--- config.mk ---
export PLATFORM = sky130hd
export DESIGN_NAME = lfbr_mul
export DESIGN_NICKNAME = d
export VERILOG_FILES = /design/src/sv/lfbr_mul.sv
export SDC_FILE = /design/constraint.sdc
export NUM_CORES = 1
export LEC_CHECK = 0
export ABC_AREA = 1
export ABC_CLOCK_PERIOD_IN_PS = 5150
export BUFFER_PORTS_ARGS = -buffer_cell sky130_fd_sc_hd__buf_2
export CORE_MARGIN = 3
export CORE_UTILIZATION = 55
export DETAILED_ROUTE_END_ITERATION = 12
export PLACE_DENSITY = 0.77
export SETUP_SLACK_MARGIN = 0.3
export SYNTH_ARGS = -nofsm -noshare
export SYNTH_HDL_FRONTEND = slang
export SYNTH_SLANG_ARGS = --single-unit
export TNS_END_PERCENT = 1
--- constraint.sdc ---
create_clock -name clock -period 5.15 [get_ports clock]
set_input_delay 0.2575 -clock clock [delete_from_list [all_inputs] [get_ports clock]]
set_output_delay 0.2575 -clock clock [all_outputs]
set_load 0.05 [all_outputs]
--- src/sv/lfbr_mul.sv ---
// ----------------------------------------------------------------------------
// lfbr_mul
// shared signed 32 x 16 multiplier with registered product
// ----------------------------------------------------------------------------
module lfbr_mul (
   input  logic               clock,
   input  logic signed [31:0] mul_a,
   input  logic signed [15:0] mul_b,
   output logic signed [47:0] product_ff
);

   always_ff @(posedge clock) begin
      product_ff <= 48'(mul_a) * 48'(mul_b);
   end

endmodule

==> metrics.md <==
| Metric | Value |
|---|---|
| Largest regs | product_ff x48 |
| Post-Place Setup Slack | -502 ps |
| Hold Crit Class | input pin to flop |
| Top reg by flops | product_ff |
| Flip-flop count of the largest register after layout | 48 |
| Post-route minimum period | 5180 ps |
| Setup CP Type | input pin to flop |
| Failing checks | setup timing |
| Synthesized Nets | 3457 |
| Reg area | 961 µm² |
| Drt wl/cell | 16.7 µm |
| CP Capture Type | flop |
| Flops & latches, synth | 48 |
| Non-Filler Instances | 3549 |
| Area of the multi-input gates | 0.0170 mm² |
| Final setup margin | -33.3 ps |
| CP endpoint | product_ff[47] |
| Nets | 3693 |
| Die height | 201 µm |
| CTS buffer count | 5 |
| Ys Warns | 0 |
| Area delta synth->final | 20.4% |
| First-pass GRT wire length | 93.9 mm |
| Slew of the pin with the lowest slew margin | 632 ps |
| Total track usage | 28.3% |
| Most frequent cells in the layout | inv_1 (899), nand2_1 (796), fa_1 (471), buf_4 (198), ha_1 (76) |
| H-tree depth | 2 |
| Cells after DPL | 3502 |
| Largest net degree at the start of global routing | 28 |
| # clock sinks | 48 |
| Antenna viol nets, final | 0 |
| Largest delay contributor family on the critical path | adder cells |
| Fraction of layout cells with a size suffix above 1 | 19.3% |
| Buf+Inv Stages, Crit Path | 8 |
| # IOs | 97 |
| GP Congestion | 0.975 |
| Initial detailed-routing violation count | 1048 |
| DRC viols | 0 |
| CP startpoint | mul_a[31] |
| Overflow after GRT | 0 |
| Post-layout util | 67.9% |
| Fillers | 2829 |
| ANT cells | 0 |
| Vias in the first global route | 19800 |
| Post-Synthesis Cells | 2808 |
| WP data arrival | 5420 ps |
| Final hold viol count | 0 |
| Critical Path, Cell by Cell | buf_6 -> buf_4 -> nand2_4 -> inv_2 -> fa_1 -> fa_2 -> buf_12 -> buf_6 -> fa_1 -> inv_2 -> fa_1 -> inv_2 -> fa_1 -> fa_1 -> ha_4 -> clkinvlp_4 -> nor3_4 -> nand2_2 -> nor2_4 -> nand3b_4 -> nand3b_1 -> nand2_1 -> nand2_1 |
| Crit-path most repeated cell | fa_1 |
| Most common cell after layout, fill and taps aside | inv_1 |
| Core area | 0.0370 mm² |
| # port buffers | 96 |
| CTS Root Cell | clkbuf_16 |
| Initial antenna violation count | 0 |
| Clock-pin slew reported for the worst setup and hold paths after clock tree synthesis | 80 ps |
| Max Fclk | 193 MHz |
| Number of distinct library cells after synthesis | 33 |
| Vias/cell | 5.05 |
| RSZ-0062 raised after global routing | yes |
| Crit path max fanout | 6 |
| 1st-pass router iterations | 5 |
| Mapped Area | 0.0209 mm² |
| Register area share after synthesis | 4.60% |
| Max Cap Violations | 0 |
| Initial core utilization | 56.4% |
| Die width | 201 µm |
| WP depth | 23 |
| Clk buf depth | 2 |
| CTS tree | built |
| EDFF count, synth | 0 |
| Slowest-stage cell, CP | fa_1 |
| Mapped Avg Cell Area | 7.44 µm² |
| Post-synth top flop | dfxtp_1 |
| DP HPWL | 48.7 mm |
| Worst slew margin | 57.9% |
| Final critical-path share of the clock period | 101% |
| Ys async rst share | 0% |
| Setup violators final | 1 |
| Required time of the critical path | 5390 ps |
| Cell Rows | 70 |
| Worst Setup Start Kind | input pin |
| Final WL | 59.2 mm |
| Critical Path Max Stage Delay | 550 ps |
| DIE AREA | 0.0403 mm² |
| Slew Limit Fails | 0 |
| Status | complete, but fails checks |
| Vias post-DR | 17900 |
| Hold buffer count at cts | 0 |
-- routing by layer --
layer  track usage (%)  vias to the layer above  part of all wire (%)
li1                  -                     8143                     -
met1              33.8                     8874                    38
met2              52.1                      689                    51
met3              2.50                      214                   5.9
met4              12.7                        0                   5.3
met5                 0                        -                     0
-- cell families after synthesis --
group / Yosys count / share of synthesized area (%)
AO/OA/AOI/OAI: 41 / 1.11
buffers and inverters: 1035 / 18.6
XOR/XNOR: 27 / 1.13
adder cells (fa/ha/maj): 600 / 53.4
flip-flops: 48 / 4.60
AND/OR/NAND/NOR: 1057 / 21.1
-- timing repair --
action,in CTS,in global routing
buffers inserted,12,23
gates resized for setup,36,179
pin swaps,30,97
cloned,0,4
setup endpoints to repair,38,38
-- area by class of cell --
cell class | instances | area share (%)
clock buffers | 5 | 0.498
repair buffers | 334 | 11.2
clock inverters | 3 | 0.274
flip-flops and latches | 48 | 3.82
well taps | 504 | 2.51
multi-input cells | 1725 | 67.8
inverters | 930 | 13.9
-- stage by stage --
step           instance area (µm²)  TNS, ps  hold WS (ps)
3_5_place_dp                 23700    -6310           726
5_1_grt                      25100    -1970           442
2_1_floorplan                21600        0           351
4_1_cts                      24200        0           413
6_report                     25100    -33.3           426
3_3_place_gp                 23700    -4170           726
-- Yosys cell counts (5+ instances only) --
cell type	count	share of area, %
xor2_1	25	1.0
nand4_1	15	0.45
nand2_1	841	15
a21oi_1	27	0.65
nor2_1	78	1.4
nand3_1	47	1.1
nor2_2	13	0.39
ha_1	114	6.8
nand2_2	19	0.57
clkbuf_1	105	1.9
nand3_2	5	0.24
fa_1	486	47
dfxtp_1	48	4.6
nor3_2	8	0.38
inv_2	12	0.22
nor3_1	5	0.12
or2_2	6	0.18
inv_1	917	16
nor2_4	9	0.49
-- worst min-delay path by stage --
stage | slack [ps] | end | startpoint | depth (start not counted)
after floorplan | 350 | product_ff[0] | mul_b[0] | 2
after global placement | 730 | product_ff[0] | mul_a[0] | 4
after detailed placement | 730 | product_ff[41] | product_ff[41] | 1
after CTS | 410 | product_ff[0] | mul_a[0] | 4
after global routing | 440 | product_ff[0] | mul_a[0] | 4
final | 430 | product_ff[0] | mul_a[0] | 4
Power is left out: the tool's default activity adds up to more than one toggle a clock period on the data nets, which glitch-free logic cannot reach.
