## src/sv/lfbr_ram.sv

```systemverilog
// ----------------------------------------------------------------------------
// lfbr_ram
// generic single write port ram with one registered read port
// ----------------------------------------------------------------------------
module lfbr_ram #(
   parameter int WIDTH = 16,
   parameter int DEPTH = 256
) (
   input  logic                     clock,
   input  logic                     wr_en,
   input  logic [$clog2(DEPTH)-1:0] wr_addr,
   input  logic [WIDTH-1:0]         wr_data,
   input  logic [$clog2(DEPTH)-1:0] rd_addr,
   output logic [WIDTH-1:0]         rd_data
);

   logic [WIDTH-1:0] mem [DEPTH];

   always_ff @(posedge clock) begin
      if (wr_en) begin
         mem[wr_addr] <= wr_data;
      end
      rd_data <= mem[rd_addr];
   end

endmodule

```

## config.mk

```make
export PLATFORM = sky130hd
export DESIGN_NAME = lfbr_ram
export DESIGN_NICKNAME = d
export VERILOG_FILES = /design/src/sv/lfbr_ram.sv
export SDC_FILE = /design/constraint.sdc
export NUM_CORES = 2
export LEC_CHECK = 0
export BUFFER_PORTS_ARGS = -buffer_cell sky130_fd_sc_hd__buf_4
export CAP_MARGIN = 20
export CORE_ASPECT_RATIO = 0.9
export CORE_UTILIZATION = 54
export CTS_BUF_LIST = sky130_fd_sc_hd__clkbuf_8
export CTS_CLUSTER_DIAMETER = 200
export DETAILED_ROUTE_END_ITERATION = 12
export PLACE_DENSITY = 0.79
export SETUP_SLACK_MARGIN = 0.15
export SLEW_MARGIN = 0
export SYNTH_ARGS = -nofsm -noshare
export SYNTH_HDL_FRONTEND = slang
export SYNTH_SLANG_ARGS = --single-unit
```

## constraint.sdc

```tcl
create_clock -name clock -period 3.12 [get_ports clock]
set_clock_uncertainty 0.15 [all_clocks]
set_input_delay 0.312 -clock clock [delete_from_list [all_inputs] [get_ports clock]]
set_output_delay 0.312 -clock clock [all_outputs]
set_load 0.02 [all_outputs]
```

==> run metrics <==
outcome=finished clean; commonest non-fill, non-tap cells in the layout=sky130_fd_sc_hd__edfxtp_1, sky130_fd_sc_hd__mux4_2, sky130_fd_sc_hd__buf_4, sky130_fd_sc_hd__clkbuf_8, sky130_fd_sc_hd__mux2i_1; dominant synthesized flop cell=sky130_fd_sc_hd__edfxtp_1; global-route wire length before repair=between 500000 and 600000 um; count of unresolved DRC violations after routing=0; setup bufs post-CTS=0; Non-Filler Instances=12800; area of the die=about 0.30 mm^2; maximum single-stage delay on the critical path=~0.57 ns; sequence of cells on the critical path=mux4_2, mux4_2, a22o_1, o32ai_2, buf_4, nor4_1; CTS tree=done; die height=approximately 520 um; vias in the first global route=83300; unique cell type count in the Yosys netlist=52; Max Transition Viols Final=0; clock period minus final worst setup slack=a little under 3 ns; layout cells sized above 1=0.287; P per Cell Area=602 mW/mm^2; via count of the routed design=84100; required arrival time at the worst endpoint=between 4 and 5 ns; hold-critical path depth=2; number of I/O port buffers=49; cell leakage power=a little under 0.06 uW; cell area after synthesis=around 0.16 mm^2; type of the worst min-delay path=primary input to register; TritonCTS buffer count=624; final core occ=0.620; largest net degree at the start of global routing=141; CP max FO=1; mean area per synthesized cell=~22 um^2; maximum clock rate=about 340 MHz; Wirelength per Cell=roughly 32 um; overflow left after global routing=0; vias per std cell=6.56; reported max-cap violation count=0; gate count after technology mapping=approximately 7400; final period utilization=0.947; cell mode on critical path=sky130_fd_sc_hd__mux4_2; most common cell after layout, fill and taps aside=sky130_fd_sc_hd__edfxtp_1; Detailed Route WL=413000 um; final antenna-violating net count=0; worst setup slack before clock tree synthesis=-0.909 ns; post-synthesis sequential element count=slightly above 4000; H-tree depth=6; Storage cell area=between 0.1 and 0.15 mm^2; site row count=about 190; global-route usage over all layers=0.277; horizontal die dimension=about 570 um; unrepaired setup endpoints after global routing=no; number of nets in the layout=between 8000 and 9000; number of nets produced by synthesis=7394; Final Hold Viols=0; Final HPWL DP=253000 um; Initial DRT Pass Iterations=7; sequential area share after synthesis=0.777; setup violators final=0; starting density of the core=0.544; core area=0.292 mm^2; final RePlAce weighted congestion=roughly 0.93; kind of capture point of the worst setup path=register; worst-skew pair later-pin latency=roughly 1.3 ns; number of synthesized flops with an enable pin=4096; PnR worst setup slack=around 0.16 ns; post-placement cell count=11700; Top-Level Pins=50; sinks on the clock net=4112; cell at the root of the clock tree=sky130_fd_sc_hd__clkbuf_8; number of buffers between clock root and the deepest sink=4; number of cells traversed by the worst register-to-register path=6; CP max stage cell=sky130_fd_sc_hd__o32ai_2; maximum resistive drop on vdd=~0.00043 V; area of the multi-input gates=0.0329 mm^2; share of flip-flops with an asynchronous set or reset after synthesis=0; antenna violations before repair=38; layout-stage area growth over the synthesis result=14.1%; Slew Limit Headroom=0.254; reg-to-reg slack, setup=approximately 0.16 ns; Detailed Route Iter0 Violations=13200; measured slew at the worst slew-check pin=~1.1 ns; Clk pin slew, worst setup/hold paths=roughly 0.060 ns; startpoint-to-endpoint class of the critical path=register to register; endpoint arrival time on the critical path=roughly 3.9 ns; Fillers=about 19000; Startpoint Class=register; Synth Warn #=0
-- power breakdown --
group / total (uW) / switching [uW] / internal (uW)
Combinational: 6250 / 3940 / 2310
Clock: 41800 / 21300 / 20500
Sequential: 61000 / 113 / 60900
Total: 109000 / 25300 / 83700
-- worst paths after layout --
kind                      from            to
setup reg to reg    mem[59][0]    rd_data[0]
hold reg to reg   mem[194][13]   rd_data[13]
setup / recovery    mem[59][0]    rd_data[0]
hold / removal     wr_data[11]  mem[113][11]
-- Yosys cell counts, types with 16 or more instances --
| library cell | count | area (um^2) |
|---|---|---|
| sky130_fd_sc_hd__a22oi_1 | 43 | 323 |
| sky130_fd_sc_hd__o22ai_1 | 148 | 926 |
| sky130_fd_sc_hd__o32ai_1 | 20 | 175 |
| sky130_fd_sc_hd__mux4_2 | 797 | 17900 |
| sky130_fd_sc_hd__o21ai_0 | 37 | 185 |
| sky130_fd_sc_hd__buf_2 | 76 | 380 |
| sky130_fd_sc_hd__o31ai_1 | 16 | 120 |
| sky130_fd_sc_hd__dfxtp_1 | 16 | 320 |
| sky130_fd_sc_hd__buf_6 | 77 | 867 |
| sky130_fd_sc_hd__o221ai_1 | 252 | 2210 |
| sky130_fd_sc_hd__buf_1 | 27 | 101 |
| sky130_fd_sc_hd__a221oi_1 | 28 | 245 |
| sky130_fd_sc_hd__nand4_1 | 26 | 163 |
| sky130_fd_sc_hd__nand2_1 | 38 | 143 |
| sky130_fd_sc_hd__clkbuf_1 | 230 | 863 |
| sky130_fd_sc_hd__nor4_1 | 17 | 106 |
| sky130_fd_sc_hd__nor3_1 | 92 | 460 |
| sky130_fd_sc_hd__nand3_1 | 35 | 175 |
| sky130_fd_sc_hd__mux2_2 | 88 | 991 |
| sky130_fd_sc_hd__edfxtp_1 | 4096 | 123000 |
| sky130_fd_sc_hd__a22o_1 | 32 | 280 |
| sky130_fd_sc_hd__nor2_1 | 304 | 1140 |
| sky130_fd_sc_hd__buf_4 | 26 | 195 |
| sky130_fd_sc_hd__a211oi_1 | 18 | 135 |
| sky130_fd_sc_hd__mux2i_1 | 565 | 5660 |
| sky130_fd_sc_hd__a21oi_1 | 175 | 876 |
-- per-layer routing --
metal,global-route usage,up-vias,part of all wire
met4,0.131,20,0.048
met1,0.374,43000,0.35
met3,0.0728,1037,0.13
met2,0.425,6468,0.46
li1,-,33500,-
met5,0,-,0.00038
-- sequential cells by signal, indices dropped and copies added, names as in the netlist --
signal	count
rd_data	16
mem	4096
-- layout make-up --
class	count	share of cell area
inverters	4	0.000152
repair buffers	899	0.0455
clock inverters	466	0.0158
flip-flops and latches	4112	0.681
diodes	12	0.000166
clock buffers	637	0.0484
multi-input cells	2792	0.182
well taps	3895	0.0269
-- cell families after synthesis --
logic type,after synthesis,share of synthesized area
AO/OA/AOI/OAI,786,0.0354
buffers and inverters,456,0.0169
flip-flops,4112,0.777
multiplexers,1450,0.155
AND/OR/NAND/NOR,556,0.0157
-- worst max-delay path: cells and delay by family, from the launching register on --
kind	cells	cell delay [ns]
buf+inv	1	0.21
compound gates	2	1.00
simple gates	1	0.04
flops	1	0.37
mux	2	1.08
-- what timing repair did --
action                                  4_1_cts  5_1_grt
hold buffers                                 49        0
hold endpoints to repair                   7175        0
resized for setup                             6        3
endpoints found under the setup margin        5        2
gates cloned                                  0        0
-- per-stage QoR --
stage / power [uW] / instance area (um^2) / TNS [ns] / hold WS, ns
4_1_cts: 109000 / 181000 / 0 / 0.0258
3_5_place_dp: 68200 / 169000 / -8.52 / 0.609
3_3_place_gp: 68000 / 169000 / -7.89 / 0.598
5_1_grt: 112000 / 181000 / 0 / 0.0921
6_report: 109000 / 181000 / 0 / 0.0283
2_1_floorplan: 65200 / 159000 / 0 / 0.261
Power figures use the tool's default switching activity.
